==> config.mk <==
export PLATFORM = sky130hd
export DESIGN_NAME = hmbs_ctrl
export DESIGN_NICKNAME = d
export VERILOG_FILES = /design/src/sv/harmonic_mean_bitrate_selector_core_defines.svh /design/src/sv/hmbs_pkg.sv /design/src/sv/hmbs_ctrl.sv
export SDC_FILE = /design/constraint.sdc
export NUM_CORES = 1
export LEC_CHECK = 0
export ABC_CLOCK_PERIOD_IN_PS = 1800
export BUFFER_PORTS_ARGS = -buffer_cell sky130_fd_sc_hd__buf_2
export CAP_MARGIN = 20
export CORE_UTILIZATION = 30
export CTS_CLUSTER_DIAMETER = 120
export DETAILED_ROUTE_END_ITERATION = 8
export GPL_TIMING_DRIVEN = 1
export PLACE_DENSITY = 0.55
export SYNTH_ARGS = -nofsm -noshare
export SYNTH_HDL_FRONTEND = slang
export SYNTH_SLANG_ARGS = --single-unit
==> constraint.sdc <==
create_clock -name clk -period 1.8 [get_ports clk]
set_input_delay 0.09 -clock clk [delete_from_list [all_inputs] [get_ports clk]]
set_output_delay 0.09 -clock clk [all_outputs]
set_load 0.01 [all_outputs]
==> src/sv/harmonic_mean_bitrate_selector_core_defines.svh <==
// Assertion macros used by the datapath file.
`ifndef HARMONIC_MEAN_BITRATE_SELECTOR_CORE_DEFINES_SVH
`define HARMONIC_MEAN_BITRATE_SELECTOR_CORE_DEFINES_SVH

// Same-cycle implication, disabled while reset is active.
`define HMBS_ASSERT_IMPLY(lbl, clk, rstn, ante, cons, msg) \
    lbl: assert property (@(posedge clk) disable iff (!rstn) (ante) |-> (cons)) \
        else $error(msg);

// Next-cycle implication, disabled while reset is active.
`define HMBS_ASSERT_NEXT(lbl, clk, rstn, ante, cons, msg) \
    lbl: assert property (@(posedge clk) disable iff (!rstn) (ante) |=> (cons)) \
        else $error(msg);

`endif

==> src/sv/hmbs_pkg.sv <==
package hmbs_pkg;

    localparam int HISTORY_DEPTH   = 256;
    localparam int HIST_AW         = $clog2(HISTORY_DEPTH);
    localparam int CNT_W           = $clog2(HISTORY_DEPTH + 1);
    localparam int LADDER_DEPTH    = 16;
    localparam int LAD_AW          = $clog2(LADDER_DEPTH);
    localparam int WINDOW_MAX      = 32;
    localparam int N_W             = $clog2(WINDOW_MAX + 1);
    localparam int STARTUP_RECORDS = 5;
    localparam int DEFAULT_WINDOW  = 20;
    localparam int KBPS_W          = 32;
    localparam int HIST_W          = 3 * KBPS_W;
    localparam int GSUM_W          = KBPS_W + HIST_AW;
    localparam int RSUM_W          = KBPS_W + 1 + $clog2(WINDOW_MAX);
    localparam int DIV_W           = 64;
    localparam int DIV_CW          = $clog2(DIV_W);
    localparam int CHUNKS_W        = 5;
    localparam int WIN_W           = 6;
    localparam int QUAL_W          = 4;
    localparam int CFG_IW          = 2;
    localparam int CFG_DW          = 8;

    localparam logic [KBPS_W-1:0] KBPS_MAX  = '1;
    localparam logic [KBPS_W:0]   RECIP_ONE = {1'b1, {KBPS_W{1'b0}}};

    typedef enum logic [1:0] {
        DEC_HOLD    = 2'd0,
        DEC_UP      = 2'd1,
        DEC_DOWN    = 2'd2,
        DEC_STARTUP = 2'd3
    } decision_t;

    typedef enum logic [CFG_IW-1:0] {
        CFG_CHUNKS  = 2'd0,
        CFG_CHUNKED = 2'd1,
        CFG_WINDOW  = 2'd2,
        CFG_TOP     = 2'd3
    } cfg_idx_t;

    typedef enum logic {
        CMD_LOAD   = 1'b0,
        CMD_RECORD = 1'b1
    } cmd_code_t;

    typedef enum logic [2:0] {
        DIV_NONE,
        DIV_KBPS,
        DIV_RECIP,
        DIV_MOD,
        DIV_MEAN
    } div_op_t;

    typedef enum logic [4:0] {
        ST_IDLE,
        ST_DISPATCH,
        ST_REC_CHK,
        ST_LAST_RD,
        ST_LAST_ACC,
        ST_LAST_KB,
        ST_LAST_KW,
        ST_MOD,
        ST_MOD_W,
        ST_WIN_CHK,
        ST_WIN_RD,
        ST_WIN_ACC,
        ST_WIN_KB,
        ST_WIN_KW,
        ST_WIN_RB,
        ST_WIN_RW,
        ST_MEAN,
        ST_MEAN_W,
        ST_DEC_RD0,
        ST_DEC_RD1,
        ST_DEC_FIN,
        ST_PUSH
    } state_t;

    typedef struct packed {
        logic    cap_in;
        logic    lad_wr;
        logic    rec_wr;
        logic    startup_load;
        logic    clr_walk;
        logic    gb_load_plain;
        logic    acc_last;
        div_op_t div_op;
        logic    last_set_max;
        logic    last_take;
        logic    win_init;
        logic    res_take;
        logic    win_acc;
        logic    kbps_set_max;
        logic    kbps_take;
        logic    recip_add_max;
        logic    recip_take;
        logic    mean_zero;
        logic    mean_take;
        logic    lad_sel_hi;
        logic    lad0_take;
        logic    result_calc;
        logic    out_load;
    } hmbs_cmd_t;

    typedef struct packed {
        logic is_rec;
        logic startup;
        logic chunked;
        logic last_more;
        logic gt_zero;
        logic div_done;
        logic win_more;
        logic rd_zero;
        logic close;
        logic kbps_zero;
        logic mean_skip;
        logic out_free;
    } hmbs_stat_t;

    function automatic logic [KBPS_W-1:0] sat_kbps(input logic [DIV_W-1:0] q);
        logic [KBPS_W-1:0] r;
        r = (q[DIV_W-1:KBPS_W] != '0) ? KBPS_MAX : q[KBPS_W-1:0];
        return r;
    endfunction

endpackage

==> src/sv/hmbs_ctrl.sv <==
module hmbs_ctrl (
    input  logic                 clk,
    input  logic                 rst_n,
    input  logic                 in_valid,
    output logic                 in_ready,
    input  hmbs_pkg::hmbs_stat_t stat,
    output hmbs_pkg::hmbs_cmd_t  cmd
);
    import hmbs_pkg::*;

    state_t state_reg, state_next;

    always_ff @(posedge clk or negedge rst_n)
    begin
        if (!rst_n)
            state_reg <= ST_IDLE;
        else
            state_reg <= state_next;
    end

    always_comb
    begin
        state_next = state_reg;
        cmd        = '0;
        cmd.div_op = DIV_NONE;
        in_ready   = 1'b0;
        case (state_reg)
            ST_IDLE:
            begin
                in_ready = 1'b1;
                if (in_valid)
                begin
                    cmd.cap_in = 1'b1;
                    state_next = ST_DISPATCH;
                end
            end
            ST_DISPATCH:
            begin
                if (stat.is_rec)
                begin
                    cmd.rec_wr = 1'b1;
                    state_next = ST_REC_CHK;
                end
                else
                begin
                    cmd.lad_wr = 1'b1;
                    state_next = ST_IDLE;
                end
            end
            ST_REC_CHK:
            begin
                if (stat.startup)
                begin
                    cmd.startup_load = 1'b1;
                    state_next       = ST_PUSH;
                end
                else if (stat.chunked)
                begin
                    cmd.clr_walk = 1'b1;
                    state_next   = ST_LAST_RD;
                end
                else
                begin
                    cmd.gb_load_plain = 1'b1;
                    state_next        = ST_LAST_KB;
                end
            end
            ST_LAST_RD:
                state_next = ST_LAST_ACC;
            ST_LAST_ACC:
            begin
                cmd.acc_last = 1'b1;
                state_next   = stat.last_more ? ST_LAST_RD : ST_LAST_KB;
            end
            ST_LAST_KB:
            begin
                if (stat.gt_zero)
                begin
                    cmd.last_set_max = 1'b1;
                    cmd.win_init     = 1'b1;
                    state_next       = stat.chunked ? ST_MOD : ST_WIN_CHK;
                end
                else
                begin
                    cmd.div_op = DIV_KBPS;
                    state_next = ST_LAST_KW;
                end
            end
            ST_LAST_KW:
            begin
                if (stat.div_done)
                begin
                    cmd.last_take = 1'b1;
                    cmd.win_init  = 1'b1;
                    state_next    = stat.chunked ? ST_MOD : ST_WIN_CHK;
                end
            end
            ST_MOD:
            begin
                cmd.div_op = DIV_MOD;
                state_next = ST_MOD_W;
            end
            ST_MOD_W:
            begin
                if (stat.div_done)
                begin
                    cmd.res_take = 1'b1;
                    state_next   = ST_WIN_CHK;
                end
            end
            ST_WIN_CHK:
                state_next = stat.win_more ? ST_WIN_RD : ST_MEAN;
            ST_WIN_RD:
                state_next = ST_WIN_ACC;
            ST_WIN_ACC:
            begin
                cmd.win_acc = 1'b1;
                if (stat.rd_zero || !stat.close)
                    state_next = ST_WIN_CHK;
                else
                    state_next = ST_WIN_KB;
            end
            ST_WIN_KB:
            begin
                if (stat.gt_zero)
                begin
                    cmd.kbps_set_max = 1'b1;
                    state_next       = ST_WIN_RB;
                end
                else
                begin
                    cmd.div_op = DIV_KBPS;
                    state_next = ST_WIN_KW;
                end
            end
            ST_WIN_KW:
            begin
                if (stat.div_done)
                begin
                    cmd.kbps_take = 1'b1;
                    state_next    = ST_WIN_RB;
                end
            end
            ST_WIN_RB:
            begin
                if (stat.kbps_zero)
                begin
                    cmd.recip_add_max = 1'b1;
                    state_next        = ST_WIN_CHK;
                end
                else
                begin
                    cmd.div_op = DIV_RECIP;
                    state_next = ST_WIN_RW;
                end
            end
            ST_WIN_RW:
            begin
                if (stat.div_done)
                begin
                    cmd.recip_take = 1'b1;
                    state_next     = ST_WIN_CHK;
                end
            end
            ST_MEAN:
            begin
                if (stat.mean_skip)
                begin
                    cmd.mean_zero = 1'b1;
                    state_next    = ST_DEC_RD0;
                end
                else
                begin
                    cmd.div_op = DIV_MEAN;
                    state_next = ST_MEAN_W;
                end
            end
            ST_MEAN_W:
            begin
                if (stat.div_done)
                begin
                    cmd.mean_take = 1'b1;
                    state_next    = ST_DEC_RD0;
                end
            end
            ST_DEC_RD0:
                state_next = ST_DEC_RD1;
            ST_DEC_RD1:
            begin
                cmd.lad0_take  = 1'b1;
                cmd.lad_sel_hi = 1'b1;
                state_next     = ST_DEC_FIN;
            end
            ST_DEC_FIN:
            begin
                cmd.result_calc = 1'b1;
                state_next      = ST_PUSH;
            end
            ST_PUSH:
            begin
                if (stat.out_free)
                begin
                    cmd.out_load = 1'b1;
                    state_next   = ST_IDLE;
                end
            end
            default:
                state_next = ST_IDLE;
        endcase
    end

endmodule

-- After elaboration in Yosys (flattened, before gate mapping)
Cells that the tools add are included.
- register bits: 5
- bits of input ports: 15
- output and inout bits: 26
- logic and storage cells: 88
- eq/ne operators: 27
- multiplexer cells: 54
- reductions and logical operators: 6
- operator list (operator ; number):
    one-hot mux 5 bit (21 select lines) ; 1
    == test 5 x 4 -> 1 bit, second input constant ; 8
    2-to-1 mux 5 bit ; 8
    == test 5 bit, second input constant ; 6
    2-to-1 mux 1 bit ; 27
    == test 5 x 3 -> 1 bit, second input constant ; 4
    2-to-1 mux 3 bit ; 6
    2-to-1 mux 2 bit ; 8
    one-hot mux 3 bit (4 select lines) ; 1
    == test 5 x 2 -> 1 bit, second input constant ; 2
    inequality test 2 bit, second input constant ; 5
    2-to-1 mux 4 bit ; 2
    AND reduction 6 bit ; 1
    == test 5 x 1 -> 1 bit, second input constant ; 1
    logical NOT 5 bit ; 1
    OR reduction 2 bit ; 2
    inequality test 2 x 1 -> 1 bit, second input constant ; 1
    one-hot mux 1 bit (2 select lines) ; 1
    logical NOT 1 bit ; 1
    logical OR 1 bit ; 1

-- Depth between registers and ports, before layout
- word-level depth: 4
- mapped depth: 7

-- Worst setup path before layout
Ideal clock, no wire load.
- kind: reg2reg
- start point: reg state_reg[4]
- end point: reg state_reg[0]
- setup time: 125 ps
- arrival: 1441 ps
- setup slack: 235 ps
- stages on the path, launching flop included: 6
- cells stage by stage: dfrtp_1 > buf_6 > nand2b_4 > buf_6 > o311ai_4 > mux2_2
- word-level cells in the longest chain between the ends: 4
- ends and longest elaborated chain (what ; RTL line ; source):
    start, declared ; hmbs_ctrl.sv:11 ; state_t state_reg, state_next;
    start signal, assigned ; hmbs_ctrl.sv:18 ; state_reg <= state_next;
    == test 5 x 4 -> 1 bit ; hmbs_ctrl.sv:27 ; case (state_reg)
    OR reduction 2 bit (no line) ; n/a ;
    inequality test 2 x 1 -> 1 bit (no line) ; n/a ;
    AND reduction 6 bit (no line) ; n/a ;
Several ways; a longest one is shown, not always the timed one.
A chain may end at the register's enable or synchronous reset.

==> impl_metrics.sql <==
INSERT INTO impl_metrics (metric_group, metric, value, unit) VALUES
('power', 'p_sw_frac', '0.4986', ''),
('critical_path', 'critical_path.reg2reg.endpoint', 'state_reg[1]', ''),
('power', 'power.density', '1449', 'nW/µm²'),
('die', 'rows', '19', ''),
('global_route', 'global_route_usage_over_all_layers', '0.1771', ''),
('drt', 'firstDrtPassIters', '4', ''),
('die', 'fp.dieH', '56.46', 'µm'),
('clocking', 'clock_tree_from_tritoncts', 'yes', ''),
('power', 'irDropWorstVdd', '810.2', 'µV'),
('place', 'post_dp_cell_area', '1140', 'µm²'),
('finish', 'ff_latch_area', '130.1', 'µm²'),
('power', 'power_switching', '869.4', 'µW'),
('drt', 'initialDrtViolationCount', '42', ''),
('drt', 'detail_route.drc_violations', '0', ''),
('clocking', 'h_tree_lvl_count', '1', ''),
('finish', 'layout.cell_area.non_filler', '1204', 'µm²'),
('min_path', 'worstHoldPathType', 'in2async', ''),
('power', 'cell_internal_pwr', '874.1', 'µW'),
('finish', 'final_nets', '191', ''),
('drt', 'vias_per_inst', '5.379', ''),
('critical_path', 'critPathKind', 'reg2out', ''),
('power', 'total_power', '1744', 'µW'),
('finish', 'multiInputGateArea', '670.6', 'µm²'),
('timing', 'hold-worst-slack', '180.5', 'ps'),
('yosys', 'yosys_warnings', '0', ''),
('outcome', 'outcome', 'complete, no violations', ''),
('drt', 'detail_route.wirelength', '2.799', 'mm'),
('clocking', 'cts_buffers', '3', ''),
('flow_run', 'max-cap-violations', '0', ''),
('yosys', 'synth-edff-count', '0', ''),
('die', 'pin_count', '41', ''),
('yosys', 'yosysTopAreaCell', 'sky130_fd_sc_hd__dfrtp_1', ''),
('timing', 'worst_slew_margin_relative_to_its_limit', '0.7402', ''),
('place', 'port_buffers', '40', ''),
('yosys', 'yosys_register_bits', '5', ''),
('clocking', 'path_clk_slew', '50', 'ps'),
('place', 'dp_worst_setup_slack', '35.42', 'ps'),
('yosys', 'synthArstFlopShare', '1.000', ''),
('timing', 'totalNegativeSetupSlack', '0', 'ps'),
('die', 'chipWidth', '56.46', 'µm'),
('timing', 'finalWorstPathRequiredPeriod', '1718', 'ps'),
('critical_path', 'crit_fanout', '15', ''),
('timing', 'max_slew.worst_pin.slew', '388.8', 'ps'),
('finish', 'num_antenna_cells', '0', ''),
('drt', 'ant_nets', '0', ''),
('timing', 'final_hold_viol_count', '0', ''),
('yosys', 'ys.flop_type', 'sky130_fd_sc_hd__dfrtp_1', ''),
('finish', 'fill_cells', '300', ''),
('critical_path', 'worst_r2r_path_depth', '6', ''),
('global_route', 'pin_count_of_the_biggest_net_entering_global_routing', '18', ''),
('critical_path', 'setup.worst_path.start_class', 'flip-flop', ''),
('power', 'portion_of_total_power_attributed_to_combinational_logic', '0.735', ''),
('timing', 'rsz0062_at_grt', 'false', ''),
('yosys', 'synth_sequential_area_ratio', '0.1406', ''),
('yosys', 'synth.top_cell.area_share', '0.1406', ''),
('critical_path', 'worstPathArrival', '1630', 'ps'),
('global_route', 'global_route_wire_length_before_repair', '4.505', 'mm'),
('yosys', 'avgSynthCellArea', '7.005', 'µm²'),
('critical_path', 'worst-r2r-setup-slack', '130', 'ps'),
('die', 'initial_utilization', '0.3198', ''),
('die', 'placeableCoreArea', '2781', 'µm²'),
('place', 'dpl.hpwl', '2.175', 'mm'),
('timing', 'setup_violations', '0', ''),
('clocking', 'cts_num_sinks', '5', ''),
('timing', 'max_freq', '0.5822', 'GHz'),
('clocking', 'clock_tree.root_cell', 'sky130_fd_sc_hd__clkbuf_4', ''),
('yosys', 'synth_top_cells_by_area', 'sky130_fd_sc_hd__dfrtp_1 (14%), sky130_fd_sc_hd__nor3_1 (6.8%), sky130_fd_sc_hd__nor2_1 (6.3%), sky130_fd_sc_hd__and3_1 (4.9%), sky130_fd_sc_hd__nor2b_1 (4.9%)', ''),
('critical_path', 'reg2reg_from', 'state_reg[0]', ''),
('global_route', 'grt_overflow', '0', ''),
('drt', 'route.detailed.wl_per_inst', '13.59', 'µm'),
('power', 'p_leak', '0.0005986', 'µW');
cells in the final DEF (no fill, tap or decap), types with 5 or more instances in the layout:
master	n
sky130_fd_sc_hd__a21oi_1	6
sky130_fd_sc_hd__and3_1	7
sky130_fd_sc_hd__buf_2	40
sky130_fd_sc_hd__buf_4	16
sky130_fd_sc_hd__nand2_1	10
sky130_fd_sc_hd__nand2b_1	5
sky130_fd_sc_hd__nor2_1	15
sky130_fd_sc_hd__nor2b_1	6
sky130_fd_sc_hd__nor3_1	11
area by class of cell:
| type | instances | share of cell area |
|---|---|---|
| clock buffer | 4 | 0.02183 |
| inverter | 2 | 0.006237 |
| multi-input combinational | 107 | 0.5572 |
| sequential | 5 | 0.1081 |
| tap | 31 | 0.03222 |
| timing repair buffer | 57 | 0.2744 |
cell usage after synthesis, types with 2 or more instances:
master / count
sky130_fd_sc_hd__nor2_1: 15
sky130_fd_sc_hd__nor3_1: 12
sky130_fd_sc_hd__nand2_1: 10
sky130_fd_sc_hd__and3_1: 7
sky130_fd_sc_hd__nor2b_1: 7
sky130_fd_sc_hd__a21oi_1: 6
sky130_fd_sc_hd__buf_2: 6
sky130_fd_sc_hd__dfrtp_1: 5
sky130_fd_sc_hd__nand2b_1: 5
sky130_fd_sc_hd__buf_4: 4
sky130_fd_sc_hd__nand3_1: 4
sky130_fd_sc_hd__nor4_1: 4
sky130_fd_sc_hd__o21ai_0: 4
sky130_fd_sc_hd__a22oi_1: 3
sky130_fd_sc_hd__buf_6: 3
sky130_fd_sc_hd__mux2_2: 3
sky130_fd_sc_hd__inv_1: 2
sky130_fd_sc_hd__mux2i_1: 2
sky130_fd_sc_hd__nand4b_1: 2
sky130_fd_sc_hd__o21bai_1: 2
sky130_fd_sc_hd__or2_2: 2
metrics by stage:
step | utilization | instances
6_report | 0.4327 | 206
3_5_place_dp | 0.4098 | 199
2_1_floorplan | - | 127
3_3_place_gp | 0.4098 | 199
4_1_cts | 0.4242 | 204
5_1_grt | 0.4327 | 206
critical path, stage by stage (launching register included):
cell                       delay (ps)
sky130_fd_sc_hd__dfrtp_2          520
sky130_fd_sc_hd__nand2b_4         250
sky130_fd_sc_hd__buf_4            150
sky130_fd_sc_hd__nor3_1            50
sky130_fd_sc_hd__or2_2            280
sky130_fd_sc_hd__buf_2            140
routing by layer:
metal  wire length, µm  share of wire  GRT usage  up-vias
li1                  -              -          -      557
met1              1346           0.48     0.2472      515
met2              1293           0.46     0.2874       36
met3               159          0.057    0.03687        0
met4                 0              0    0.02091        0
met5                 0              0          0        -
logic make-up (layout without fill, tap and decap cells):
family,after synthesis,after routing,synth area share
buf+inv,15,63,0.1139
simple gates,79,79,0.4979
compound gates,23,23,0.1871
flops,5,5,0.1406
mux,5,5,0.06048
how the worst max path moves through the flow:
stage,slack [ps],cells past startpoint,to,start
after floorplan,230,5,state_reg[0],state_reg[4]
after global placement,70,5,state_reg[4],state_reg[1]
after detailed placement,40,6,state_reg[1],state_reg[2]
after CTS,10,4,in_ready,state_reg[3]
after global routing,3,6,state_reg[4],state_reg[3]
final,80,5,cmd[12],state_reg[4]
what timing repair did:
item	4_1_cts	5_1_grt
buffers inserted	0	2
hold buffers	1	0
setup endpoints to repair	2	9
resized for setup	3	3
endpoints found under the hold margin	5	0
power groups by stage:
stage	clock network (µW)	logic [µW]	registers, µW
after floorplan	0	997	188
after CTS	135	1230	335
after global routing	142	1400	347
after global placement	0	1230	325
final	133	1280	328
after detailed placement	0	1230	330
Power figures use the tool's default switching activity.
